===== src/hdl/text_cursor_placement_core_assert.svh =====
// ----------------------------------------------------------------------------
// Assertion macros for the text cursor placement core
// Concurrent checks clocked on clk and disabled while arst_n is low.
// ----------------------------------------------------------------------------
`ifndef TEXT_CURSOR_PLACEMENT_CORE_ASSERT_SVH
`define TEXT_CURSOR_PLACEMENT_CORE_ASSERT_SVH

`ifndef SYNTHESIS

// Same-cycle implication
`define TCP_ASSERT_SAME(lbl, ante, cons) \
	lbl: assert property (@(posedge clk) disable iff (!arst_n) (ante) |-> (cons)) \
		else $error("tcp check failed: lbl");

// Next-cycle implication
`define TCP_ASSERT_NEXT(lbl, ante, cons) \
	lbl: assert property (@(posedge clk) disable iff (!arst_n) (ante) |=> (cons)) \
		else $error("tcp check failed: lbl");

`else

`define TCP_ASSERT_SAME(lbl, ante, cons)
`define TCP_ASSERT_NEXT(lbl, ante, cons)

`endif

`endif


===== src/hdl/tcp_pkg.sv =====
// ----------------------------------------------------------------------------
// tcp_pkg
// Shared types and constants of the text cursor placement core.
// ----------------------------------------------------------------------------
package tcp_pkg;

	// Control characters
	localparam logic [7:0] CHAR_TAB = 8'd9;
	localparam logic [7:0] CHAR_LF  = 8'd10;
	localparam logic [7:0] CHAR_CR  = 8'd13;

	// Tab stop spacing is 1 << TAB_SHIFT columns
	localparam int TAB_SHIFT = 3;

	localparam logic signed [7:0] CURSOR_MAX = 8'sd127;

	// Request command
	typedef enum logic {
		CMD_PUT  = 1'b0,
		CMD_GOTO = 1'b1
	} tcp_cmd_e;

	// Configuration register indexes
	typedef enum logic [2:0] {
		REG_WINDOW_COLS = 3'd0,
		REG_WINDOW_ROWS = 3'd1,
		REG_X_ORIGIN    = 3'd2,
		REG_Y_ORIGIN    = 3'd3,
		REG_WRAP_ENABLE = 3'd4,
		REG_TEXT_COLOR  = 3'd5,
		REG_BACK_COLOR  = 3'd6,
		REG_SWAP_COLORS = 3'd7
	} tcp_reg_e;

	typedef struct packed {
		logic [6:0]  window_cols;
		logic [6:0]  window_rows;
		logic [9:0]  window_x_origin;
		logic [9:0]  window_y_origin;
		logic        wrap_enable;
		logic [15:0] text_color;
		logic [15:0] back_color;
		logic        swap_colors;
	} tcp_cfg_t;

	typedef struct packed {
		logic               draw_glyph;
		logic [11:0]        pixel_x;
		logic [11:0]        pixel_y;
		logic [7:0]         glyph_code;
		logic [15:0]        glyph_fore;
		logic [15:0]        glyph_back;
		logic signed [7:0]  cursor_row;
	} tcp_res_t;

	typedef struct packed {
		logic signed [7:0] col;
		logic signed [7:0] line;
	} tcp_cursor_t;

endpackage


===== src/hdl/text_cursor_placement_core.sv =====
// ----------------------------------------------------------------------------
// text_cursor_placement_core
// Character-window cursor with wrap, tab and newline; emits glyph draws.
// ----------------------------------------------------------------------------
// Usage:
//   Input channel (in_valid / in_stall) carries one request: a character to
//   put, or a move of the cursor to a signed column and row. Every request
//   gives exactly one result on the output channel (out_valid / out_stall):
//   a glyph draw with pixel position, code and colours, or an empty result
//   with draw_glyph low, always with the cursor row after the request.
//   With no stall, an accepted request is registered in the output register.
//   Throughput is one request per cycle while in_stall is low; the cursor
//   update is a few compares and adds on the two cursor registers, done in
//   the accepting cycle, so back-to-back requests see each other's result.
//   When the receiver stalls, the output register holds its result and a
//   one-entry skid register takes one more request; in_stall rises only once
//   that skid entry is full, and falls the cycle after the output drains.
//   Configuration is written through cfg_we / cfg_index / cfg_data, one
//   register per cycle, and should only change while no request is pending.
//   Reset clears the cursor to column 0, row 0, empties both output stages
//   and loads the default window of 40 by 15 with wrap on, white on black.
// ----------------------------------------------------------------------------
module text_cursor_placement_core #(
	parameter int GLYPH_WIDTH  = 8,
	parameter int GLYPH_HEIGHT = 16
) (
	input  logic               clk,
	input  logic               arst_n,
	// configuration
	input  logic               cfg_we,
	input  logic [2:0]         cfg_index,
	input  logic [15:0]        cfg_data,
	// request channel
	input  logic               in_valid,
	output logic               in_stall,
	input  logic               command,
	input  logic [7:0]         char_code,
	input  logic signed [7:0]  goto_col,
	input  logic signed [7:0]  goto_row,
	// result channel
	output logic               out_valid,
	input  logic               out_stall,
	output logic               draw_glyph,
	output logic [11:0]        pixel_x,
	output logic [11:0]        pixel_y,
	output logic [7:0]         glyph_code,
	output logic [15:0]        glyph_fore,
	output logic [15:0]        glyph_back,
	output logic signed [7:0]  cursor_row
);
	import tcp_pkg::*;

	`include "text_cursor_placement_core_assert.svh"

	tcp_cfg_t    cfg_q;
	tcp_cursor_t cursor_q;
	tcp_cursor_t cursor_nxt;
	tcp_res_t    step_res;
	tcp_res_t    out_q;
	tcp_res_t    skid_q;
	logic        out_valid_q;
	logic        skid_valid_q;
	logic        in_acc;
	logic        out_take;

	assign in_acc   = in_valid && !skid_valid_q;
	assign out_take = out_valid_q && !out_stall;
	assign in_stall = skid_valid_q;

	// configuration registers
	always_ff @(posedge clk or negedge arst_n) begin
		if (!arst_n) begin
			cfg_q.window_cols     <= 7'd40;
			cfg_q.window_rows     <= 7'd15;
			cfg_q.window_x_origin <= '0;
			cfg_q.window_y_origin <= '0;
			cfg_q.wrap_enable     <= 1'b1;
			cfg_q.text_color      <= 16'hFFFF;
			cfg_q.back_color      <= '0;
			cfg_q.swap_colors     <= 1'b0;
		end else if (cfg_we) begin
			case (tcp_reg_e'(cfg_index))
				REG_WINDOW_COLS: cfg_q.window_cols     <= cfg_data[6:0];
				REG_WINDOW_ROWS: cfg_q.window_rows     <= cfg_data[6:0];
				REG_X_ORIGIN:    cfg_q.window_x_origin <= cfg_data[9:0];
				REG_Y_ORIGIN:    cfg_q.window_y_origin <= cfg_data[9:0];
				REG_WRAP_ENABLE: cfg_q.wrap_enable     <= cfg_data[0];
				REG_TEXT_COLOR:  cfg_q.text_color      <= cfg_data;
				REG_BACK_COLOR:  cfg_q.back_color      <= cfg_data;
				REG_SWAP_COLORS: cfg_q.swap_colors     <= cfg_data[0];
				default: ;
			endcase
		end
	end

	// cursor update and result for the incoming request
	tcp_step #(
		.GLYPH_WIDTH  (GLYPH_WIDTH),
		.GLYPH_HEIGHT (GLYPH_HEIGHT)
	) u_step (
		.cfg       (cfg_q),
		.command   (command),
		.char_code (char_code),
		.goto_col  (goto_col),
		.goto_row  (goto_row),
		.cur       (cursor_q),
		.nxt       (cursor_nxt),
		.res       (step_res)
	);

	// cursor state
	always_ff @(posedge clk or negedge arst_n) begin
		if (!arst_n) begin
			cursor_q <= '0;
		end else if (in_acc) begin
			cursor_q <= cursor_nxt;
		end
	end

	// output and skid valid flags
	always_ff @(posedge clk or negedge arst_n) begin
		if (!arst_n) begin
			out_valid_q  <= 1'b0;
			skid_valid_q <= 1'b0;
		end else if (out_take || !out_valid_q) begin
			if (skid_valid_q) begin
				out_valid_q  <= 1'b1;
				skid_valid_q <= 1'b0;
			end else begin
				out_valid_q  <= in_acc;
			end
		end else if (in_acc) begin
			skid_valid_q <= 1'b1;
		end
	end

	// output and skid payload
	always_ff @(posedge clk) begin
		if (out_take || !out_valid_q) begin
			if (skid_valid_q)
				out_q <= skid_q;
			else if (in_acc)
				out_q <= step_res;
		end else if (in_acc) begin
			skid_q <= step_res;
		end
	end

	assign out_valid  = out_valid_q;
	assign draw_glyph = out_q.draw_glyph;
	assign pixel_x    = out_q.pixel_x;
	assign pixel_y    = out_q.pixel_y;
	assign glyph_code = out_q.glyph_code;
	assign glyph_fore = out_q.glyph_fore;
	assign glyph_back = out_q.glyph_back;
	assign cursor_row = out_q.cursor_row;

	// checks
	`TCP_ASSERT_SAME(a_skid_behind_out, skid_valid_q, out_valid_q)
	`TCP_ASSERT_SAME(a_skid_fill_on_stall, $rose(skid_valid_q), $past(out_valid_q && out_stall))
	`TCP_ASSERT_NEXT(a_cursor_hold_idle, !in_acc, $stable(cursor_q))
	`TCP_ASSERT_SAME(a_empty_result_clear, out_valid_q && !out_q.draw_glyph, (out_q.pixel_x == '0) && (out_q.glyph_code == '0) && (out_q.glyph_fore == '0))

endmodule


===== src/hdl/tcp_step.sv =====
// ----------------------------------------------------------------------------
// tcp_step
// Combinational cursor update and glyph result for one request.
// ----------------------------------------------------------------------------
module tcp_step #(
	parameter int GLYPH_WIDTH  = 8,
	parameter int GLYPH_HEIGHT = 16
) (
	input  tcp_pkg::tcp_cfg_t    cfg,
	input  logic                 command,
	input  logic [7:0]           char_code,
	input  logic signed [7:0]    goto_col,
	input  logic signed [7:0]    goto_row,
	input  tcp_pkg::tcp_cursor_t cur,
	output tcp_pkg::tcp_cursor_t nxt,
	output tcp_pkg::tcp_res_t    res
);
	import tcp_pkg::*;

	localparam logic [11:0] GW = 12'(GLYPH_WIDTH);
	localparam logic [11:0] GH = 12'(GLYPH_HEIGHT);

	logic signed [7:0] col_w, line_w;
	logic signed [8:0] tab_sum;
	logic signed [8:0] tab_stop;
	logic              in_window;

	always_comb begin
		nxt = cur;
		res = '0;
		col_w = cur.col;
		line_w = cur.line;
		tab_sum = 9'(cur.col) + 9'sd8;
		tab_stop = '0;
		in_window = 1'b0;

		if (tcp_cmd_e'(command) == CMD_GOTO) begin
			nxt.col = goto_col;
			nxt.line = goto_row;
		end else begin
			// wrap past the last column, then past the last row
			if (cfg.wrap_enable && !cur.col[7] && (cur.col[6:0] >= cfg.window_cols)) begin
				col_w = '0;
				line_w = (cur.line == CURSOR_MAX) ? CURSOR_MAX : cur.line + 8'sd1;
			end
			if (cfg.wrap_enable && !line_w[7] && (line_w[6:0] >= cfg.window_rows))
				line_w = '0;

			tab_sum = 9'(col_w) + 9'sd8;
			tab_stop = {tab_sum[8:TAB_SHIFT], {TAB_SHIFT{1'b0}}};
			in_window = !col_w[7] && (col_w[6:0] < cfg.window_cols) &&
				!line_w[7] && (line_w[6:0] < cfg.window_rows);

			nxt.col = col_w;
			nxt.line = line_w;

			if (char_code == CHAR_TAB) begin
				// floor to the tab stop, saturate at the top column
				if (!tab_stop[8] && tab_stop[7])
					nxt.col = CURSOR_MAX;
				else
					nxt.col = tab_stop[7:0];
			end else if (char_code == CHAR_LF) begin
				nxt.col = '0;
				nxt.line = (line_w == CURSOR_MAX) ? CURSOR_MAX : line_w + 8'sd1;
			end else if (char_code != CHAR_CR) begin
				if (in_window) begin
					res.draw_glyph = 1'b1;
					res.pixel_x = 12'(col_w[6:0]) * GW + 12'(cfg.window_x_origin);
					res.pixel_y = 12'(line_w[6:0]) * GH + 12'(cfg.window_y_origin);
					res.glyph_code = char_code;
					res.glyph_fore = cfg.swap_colors ? cfg.back_color : cfg.text_color;
					res.glyph_back = cfg.swap_colors ? cfg.text_color : cfg.back_color;
				end
				nxt.col = (col_w == CURSOR_MAX) ? CURSOR_MAX : col_w + 8'sd1;
			end
		end
		res.cursor_row = nxt.line;
	end

endmodule

===== config.mk =====
export PLATFORM = sky130hd
export DESIGN_NAME = text_cursor_placement_core
export DESIGN_NICKNAME = d
export VERILOG_FILES = /design/src/hdl/tcp_pkg.sv /design/src/hdl/text_cursor_placement_core.sv /design/src/hdl/tcp_step.sv
export VERILOG_INCLUDE_DIRS = /design/src /design/src/hdl
export SDC_FILE = /design/constraint.sdc
export NUM_CORES = 1
export LEC_CHECK = 0
export BUFFER_PORTS_ARGS = -buffer_cell sky130_fd_sc_hd__buf_2
export CAP_MARGIN = 10
export CELL_PAD_IN_SITES_DETAIL_PLACEMENT = 1
export CELL_PAD_IN_SITES_GLOBAL_PLACEMENT = 1
export CORE_UTILIZATION = 35
export CTS_BUF_LIST = sky130_fd_sc_hd__clkbuf_16
export CTS_CLUSTER_DIAMETER = 40
export DETAILED_ROUTE_END_ITERATION = 7
export PLACE_DENSITY = 0.66
export SYNTH_ARGS = -nofsm -noshare
export SYNTH_HDL_FRONTEND = slang
export SYNTH_HIERARCHICAL = 1
export SYNTH_SLANG_ARGS = --single-unit

===== constraint.sdc =====
create_clock -name clk -period 10.1 [get_ports clk]
set_clock_uncertainty 0.05 [all_clocks]
set_input_delay 2.02 -clock clk [delete_from_list [all_inputs] [get_ports clk]]
set_output_delay 2.02 -clock clk [all_outputs]
set_load 0.005 [all_outputs]

After elaboration in Yosys (flattened, before gate mapping)
Index checks and enable logic that the tools add are counted.
{"block": "word_totals", "register_bits": 232, "romBits": 0, "memories": 0, "mem_bits_rw": 0, "elab_cells": 110, "out_inout_bits": 75, "in_bits": 49, "latch_bits": 0}
{"block": "classes", "bitwise_logic": 1, "mux": 28, "n_lt_le_gt_ge": 4, "shifts": 0, "n_div": 0, "n_eq_ne": 13, "reduce_logical": 32, "n_mul": 0, "addsub": 6}
{"operator": "2-to-1 mux 65 bit", "n": 5}
{"operator": "2-to-1 mux 73 bit", "n": 2}
{"operator": "2-to-1 mux 8 bit", "n": 15}
{"operator": "2-to-1 mux 16 bit", "n": 3}
{"operator": "adder 8 x 2 -> 8 bit, second input constant", "n": 3}
{"operator": "equality test 8 bit, second input constant", "n": 3}
{"operator": "AND reduction 2 bit", "n": 10}
{"operator": "equality test 8 x 4 -> 1 bit, second input constant", "n": 2}
{"operator": ">= comparator 7 bit", "n": 2}
{"operator": "< comparator 7 bit", "n": 2}
{"operator": "adder 11 x 10 -> 12 bit", "n": 1}
{"operator": "equality test 3 bit, second input constant", "n": 4}
{"operator": "adder 10 x 10 -> 11 bit", "n": 1}
{"operator": "logical AND 1 bit", "n": 10}
{"operator": "adder 8 x 5 -> 9 bit, second input constant", "n": 1}
{"operator": "zero test 1 bit", "n": 8}
{"operator": "inequality test 8 x 4 -> 1 bit, second input constant", "n": 1}
{"operator": "equality test 3 x 2 -> 1 bit, second input constant", "n": 2}
{"operator": "nonzero test 2 bit", "n": 2}
{"operator": "equality test 3 x 1 -> 1 bit, second input constant", "n": 1}
{"operator": "zero test 3 bit", "n": 1}
{"operator": "2-to-1 mux 1 bit", "n": 3}
{"operator": "logical OR 1 bit", "n": 1}
{"operator": "inverter 1 bit", "n": 1}

Logic depth before layout (Yosys ltp)
Gate-level depths: netlist of run 1.
{"block": "logic_depth", "ltp_word": 20, "depth_mapped": 28, "depth_no_buf": 24}

By module
Netlist of run 1, hierarchy kept.
{"mod": "text_cursor_placement_core", "n_inst": 1, "cells_per_inst": 423, "area_each_um2": 8598.2, "seq_area_each_um2": 6565.0}
{"mod": "tcp_step", "n_inst": 1, "cells_per_inst": 451, "area_each_um2": 2980.4, "seq_area_each_um2": 0.0}

Worst setup path after synthesis of run 1
Ideal clock, no wire load.
{"block": "synth_timing", "path_type": "input -> register", "startpoint": "input port in_valid", "endpoint": "register skid_q[0] in the netlist's numbering, enable pin", "cell_stages": 4, "n_path_buf": 2, "setup_time_ns": 0.513, "required_time_ns": 9.537, "arrival_ns": 5.793, "slack_ns": 3.743, "cell_sequence": "nor2b_1 -> buf_2 -> buf_2 -> nor2b_1"}
{"block": "synth_between", "elab_chain_len": 2}
{"item": "from (decl)", "line_no": "text_cursor_placement_core.sv:34", "text": "input logic in_valid,"}
{"item": "logical AND 1 bit", "line_no": "text_cursor_placement_core.sv:66", "text": "assign in_acc = in_valid && !skid_valid_q;"}
{"item": "AND reduction 2 bit (no source line)"}
{"item": "to (signal assigned)", "line_no": "text_cursor_placement_core.sv:145", "text": "skid_q <= step_res;"}
{"item": "to (decl)", "line_no": "text_cursor_placement_core.sv:60", "text": "tcp_res_t skid_q;"}
No other way between the ends.
A chain may end at the register's enable or synchronous reset.

==> results.yml, run 1 <==
synth:
  yosysSeqAreaShare: 0.567
  yosys-top-cells-count: "mux2_2, edfxtp_1, nor2_1"
  yosys.area.top_type_share: 0.379
  netlist_area_um2: 11600
  ys.flop_type: "edfxtp_1"
  mappedNetlistNets: 968
  yosysUniqueCellTypes: 67
  synth_edf_count: 146
  synth.most_common_cell: "mux2_2"
  async_reset_ff_frac: 0.371
  synth.area.top_cells: "edfxtp_1, mux2_2, dfrtp_1"
  synth-seq-cells: 232
  synth_cells: 874
  syn_area_per_cell_um2: 13.2
  yosys_warnings: 6
  yosysTopAreaCell: "edfxtp_1"
power_and_ir_drop:
  p_sw_frac: 0.310
  p_switching_mw: 1.08
  ir_drop_uv: 105
  p_leak_nw: 5.78
  combPwrFrac: 0.251
  finalPower_mw: 3.49
  seqPwrFrac: 0.371
  pwr-share-clk: 0.378
  powerDensity_nw_per_um2: 252
  p_int_mw: 2.41
sta:
  max_freq_mhz: 154
  setup_viol: 0
  final_max_slew_viol_count: 0
  min_period_ps: 6510
  max_slew_margin: 0.314
  final-hold-violation-count: 0
  grt_setup_unrepaired: "false"
  fin_setup_tns_ps: 0
  worst_hold_slack_ps: 454
  worst_pin_slew_ps: 1030
  period_share: 0.645
route:
  ant_nets: 0
  wl_per_cell_um: 18.7
  drc: 0
  wirelength_um: 27500
  avgViaCountPerCell: 5.00
  dr.first_iter.drc_count: 334
  drt-pass1-iter-count: 4
  vias: 7344
clock_tree:
  clk_latency_ps: 520
  cts_setup_buffers: 0
  clk_pin_slew_ps: 60
  post_cts_resized: 0
  cts-buffers-inserted: 38
  cts-root-buf: "clkbuf_16"
  clkSinkCount: 232
  cts_tree: "done"
  clock_path_buffers: 3
  cts_max_level: 2
  holdBufCountCts: 0
placed_design:
  dp_hpwl_um: 18900
  gp_congestion: 0.794
  placed_cells: 1399
  portBuffers: 123
grt:
  grt_antenna_before_repair: 1
  gr-usage-all-layers: 0.167
  grt_max_degree: 77
  grt_first_pass_wirelength_um: 43700
  grt-ovfl-total: 0
  grt_pass1_vias: 7651
layout:
  instances_no_fill: 1470
  drive_gt1_frac: 0.384
  postLayoutCoreUtil: 0.425
  nets: 1091
  area_growth_pct: 19.5
worst_setup_path:
  end_kind: "register"
  critical_path_class: "reg -> reg"
  startpoint_type: "register"
  critPathMaxFanout: 64
  required_ps: 10430
  arrival_ps: 6840
floorplanning:
  core_um2: 32500
  die_height_um: 184
  top_level_ports: 124
  initial_core_util: 0.356
  rows: 66
  die-area_um2: 33800
  fp.dieW_um: 184
job:
  maxCapViolations: 0
run_status:
  status: "complete, no violations"
hold_path:
  min_path_type: "reg -> reg"
through the flow:
step,setup slack (ps),area (µm²)
after floorplan,3740,11600
after global placement,3820,12500
after detailed placement,3610,12500
after CTS,3570,13800
after global routing,3010,13800
final,3590,13800
cell families after synthesis:
group / after synthesis / synth area share
xor gates and xnor gates: 13 / 0.00983
adders and majority gates: 45 / 0.0499
other: 1 / 0.000324
buffers and inverters: 91 / 0.0410
and+or+nand+nor: 200 / 0.0883
muxes: 194 / 0.185
AOI/OAI and AO/OA: 98 / 0.0590
DFF: 232 / 0.567
critical path, cell delays in order, from the launching register on:
cell       delay [ps]
dfrtp_1           390
inv_1              90
ha_1              230
nand2b_1          150
a2111o_1          480
a31oi_2           670
nor3_1            170
mux2i_1           350
inv_1             110
ha_1              330
nand2_1            70
nor2_1             40
a211oi_1          200
o21ai_0           130
o211a_1           330
nor3_1            460
ha_1              340
a21oi_1           150
o2111ai_1         110
or3_1             370
a221o_2           300
buf_4             330
nor3_1            320
mux2_2            190
power groups by stage:
stage                     Clock [mW]  Sequential, mW  Combinational [mW]
after global placement             0            1.31               0.857
after CTS                       1.35            1.30               0.883
final                           1.32            1.29               0.874
after global routing            1.39            1.32               0.985
after floorplan                    0            1.27               0.666
after detailed placement           0            1.31               0.875
worst paths after layout:
| path | to | slack, ps | startpoint | cells past startpoint |
|---|---|---|---|---|
| max in group asynchronous | cfg_q[0]$_DFFE_PN0P_ | 7420 | arst_n | 2 |
| setup / recovery | pixel_y[9]$_DFFE_PP_ | 3590 | cursor_q[8]$_DFFE_PN0P_ | 23 |
| min in group asynchronous | cursor_q[0]$_DFFE_PN0P_ | 1290 | arst_n | 1 |
| setup reg to reg | pixel_y[9]$_DFFE_PP_ | 3590 | cursor_q[8]$_DFFE_PN0P_ | 23 |
| hold reg to reg | cfg_q[36]$_DFFE_PN0P_ | 450 | cfg_q[36]$_DFFE_PN0P_ | 1 |
| hold / removal | cfg_q[36]$_DFFE_PN0P_ | 450 | cfg_q[36]$_DFFE_PN0P_ | 1 |
routing by layer:
layer / vias to the layer above / wire, µm / track usage
li1: 3458 / - / -
met1: 3701 / 13100 / 0.230
met2: 142 / 12700 / 0.269
met3: 43 / 1150 / 0.0271
met4: 0 / 539 / 0.0467
met5: - / 0 / 0
cell usage in the layout (no fill, tap or decap), types with 9 or more instances in the layout:
cell       count
mux2_2       157
nor2_1        90
edfxtp_1     146
nor3_1        10
nand4_1       10
ha_1          43
a21oi_1       21
xnor2_1        9
dfrtp_1       61
o21ai_0       18
nand2_1       29
nand3_1        9
clkbuf_16     38
nor2b_1        9
mux2i_1       37
inv_1         48
a21o_1        14
buf_2        122
a31oi_1       10
dfstp_2       23
sequential cells by signal (all words and copies together) (netlist names):
signal      cells
cfg_q          68
cursor_q       16
cursor_row      8
draw_glyph      1
glyph_back     16
glyph_code      8
glyph_fore     16
in_stall        1
out_valid       1
pixel_x        12
pixel_y        12
skid_q         73
cell type report:
class / instances / area [µm²]
Fill cell: 3469 / 18700
Antenna cell: 1 / 2.50
Clock buffer: 38 / 951
Inverter: 45 / 169
Tap cell: 442 / 553
Timing Repair Buffer: 129 / 663
Sequential cell: 232 / 6570
Clock inverter: 32 / 358
Multi-Input combinational cell: 551 / 4570
(Power assumes the default switching activity.)
==> run 2, diff against run 1 <==
Settings changed: PLACE_DENSITY 0.66 to 0.68.
Clock period 10.1 ns to 5.33 ns, I/O delays scaled along.
==> results.yml, run 2 (synthesis results as in run 1) <==
floorplanning:
  top_level_ports: 124
  die_height_um: 184
  initial_core_util: 0.356
  fp.dieW_um: 184
  rows: 66
  die-area_um2: 33800
  core_um2: 32500
clock_tree:
  clk_latency_ps: 520
  cts-buffers-inserted: 37
  clk_pin_slew_ps: 50
  clkSinkCount: 232
  cts_max_level: 2
  clock_path_buffers: 3
  cts_tree: "done"
  cts-root-buf: "clkbuf_16"
sta:
  final-hold-violation-count: 0
  setup_viol: 0
  grt_setup_unrepaired: "true"
  fin_setup_tns_ps: 0
  period_share: 0.999
  max_freq_mhz: 188
  max_slew_margin: 0.274
  worst_pin_slew_ps: 1090
  min_period_ps: 5330
  final_max_slew_viol_count: 0
route:
  drt-pass1-iter-count: 5
  dr.first_iter.drc_count: 424
  ant_nets: 0
  drc: 0
  wl_per_cell_um: 20.6
  wirelength_um: 31900
  avgViaCountPerCell: 5.02
  vias: 7767
layout:
  n_fill_cell: 3394
  reg_top3: "skid_q (73), cfg_q (68)"
  final_area_um2: 15200
  drive_gt1_frac: 0.506
  largest_register_ffs: 73
  largest_register: "skid_q"
  nets: 1168
  final_common_cell: "edfxtp_1"
  area_growth_pct: 31.3
  final_cell_mix: "edfxtp_1, mux2_2, buf_2, buf_4, dfrtp_1"
  instances_no_fill: 1546
worst_setup_path:
  r2r-end: "glyph_code[0]$_DFFE_PP_"
  required_ps: 5670
  reg2reg_from: "cursor_q[8]$_DFFE_PN0P_"
  rrSetupSlack_ps: 4
  end_kind: "register"
  path_common_cell: "ha_4"
  critPathMaxFanout: 8
  crit_slowest_cell: "a221o_4"
  arrival_ps: 5670
  r2r.worst_path.cells: 26
  critical_path_class: "reg -> reg"
  slowest_delay_ps: 480
  startpoint_type: "register"
power_and_ir_drop:
  p_leak_nw: 6.26
  p_switching_mw: 2.38
  finalPower_mw: 7.20
  pwr-share-clk: 0.332
  seqPwrFrac: 0.338
  combPwrFrac: 0.330
  p_int_mw: 4.82
  p_sw_frac: 0.331
  powerDensity_nw_per_um2: 474
  ir_drop_uv: 194
grt:
  grt_first_pass_wirelength_um: 47800
  grt-ovfl-total: 0
  grt_antenna_before_repair: 2
  grt_pass1_vias: 8221
  grt_max_degree: 68
  gr-usage-all-layers: 0.184
job:
  maxCapViolations: 0
placed_design:
  dp_hpwl_um: 21000
  gp_congestion: 0.843
  placed_cells: 1454
  placed_cell_area_um2: 13000
  portBuffers: 123
hold_path:
  holdPathStages: 1
  hold_path_startpoint: "cfg_q[63]$_DFFE_PN0P_"
  min_path_type: "reg -> reg"
  whs_endpoint: "cfg_q[63]$_DFFE_PN0P_"
run_status:
  status: "complete, no violations"
## run 2: final cells by class
class	count	area, µm²	area share
diodes	1	2.50	0.000165
clock buffers	40	1000	0.0658
clock inverters	28	246	0.0162
inverters	45	169	0.0111
multi-input cells	553	5280	0.347
flip-flops and latches	232	6570	0.432
well taps	442	553	0.0364
repair buffers	205	1380	0.0908
## run 2: worst max-delay path by stage
| stage | startpoint | to | slack [ps] |
|---|---|---|---|
| floorplan | cursor_q[8]$_DFFE_PN0P_ | glyph_back[10]$_DFFE_PP_ | 60 |
| global placement | cursor_q[8]$_DFFE_PN0P_ | glyph_fore[15]$_DFFE_PP_ | -380 |
| detailed placement | cursor_q[8]$_DFFE_PN0P_ | glyph_fore[12]$_DFFE_PP_ | -430 |
| CTS | cursor_q[8]$_DFFE_PN0P_ | glyph_fore[0]$_DFFE_PP_ | -10 |
| global route | cursor_q[8]$_DFFE_PN0P_ | glyph_code[0]$_DFFE_PP_ | -210 |
| finish | cursor_q[8]$_DFFE_PN0P_ | glyph_code[0]$_DFFE_PP_ | 4 |
## run 2: what timing repair did
action                     in CTS  in global routing
hold buffers                    0                  0
buffers inserted                2                 14
gates resized for setup        31                147
cloned                          1                  7
pin swaps                       1                 44
setup endpoints to repair     134                141
## run 2: routing by layer
metal	vias to the layer above	wire length, µm	GRT usage
met5	-	17	0
met4	2	714	0.0520
met3	50	1250	0.0309
met2	150	15400	0.303
met1	3936	14500	0.249
li1	3629	-	-
## run 2: power groups by stage
stage | registers (mW) | logic (mW) | clock network [mW]
global route | 2.47 | 2.60 | 2.51
detailed placement | 2.46 | 1.93 | 0
finish | 2.43 | 2.37 | 2.39
global placement | 2.45 | 1.88 | 0
floorplan | 2.40 | 1.26 | 0
CTS | 2.43 | 2.02 | 2.44
## run 2: critical path: cells and delay by family (launching register included)
family                     cells  cell delay (ps)
AOI/OAI and AO/OA             10             2270
and+or+nand+nor                7              980
buffers and inverters          5              730
adders and majority gates      3              610
DFF                            1              400
muxes                          1              150
## run 2: stage by stage
step	worst slack, ps	hold WS [ps]	util
floorplan	62.3	427	-
global placement	-376	438	0.398
detailed placement	-435	444	0.398
CTS	-11.5	462	0.441
global route	-208	481	0.467
finish	3.52	458	0.467
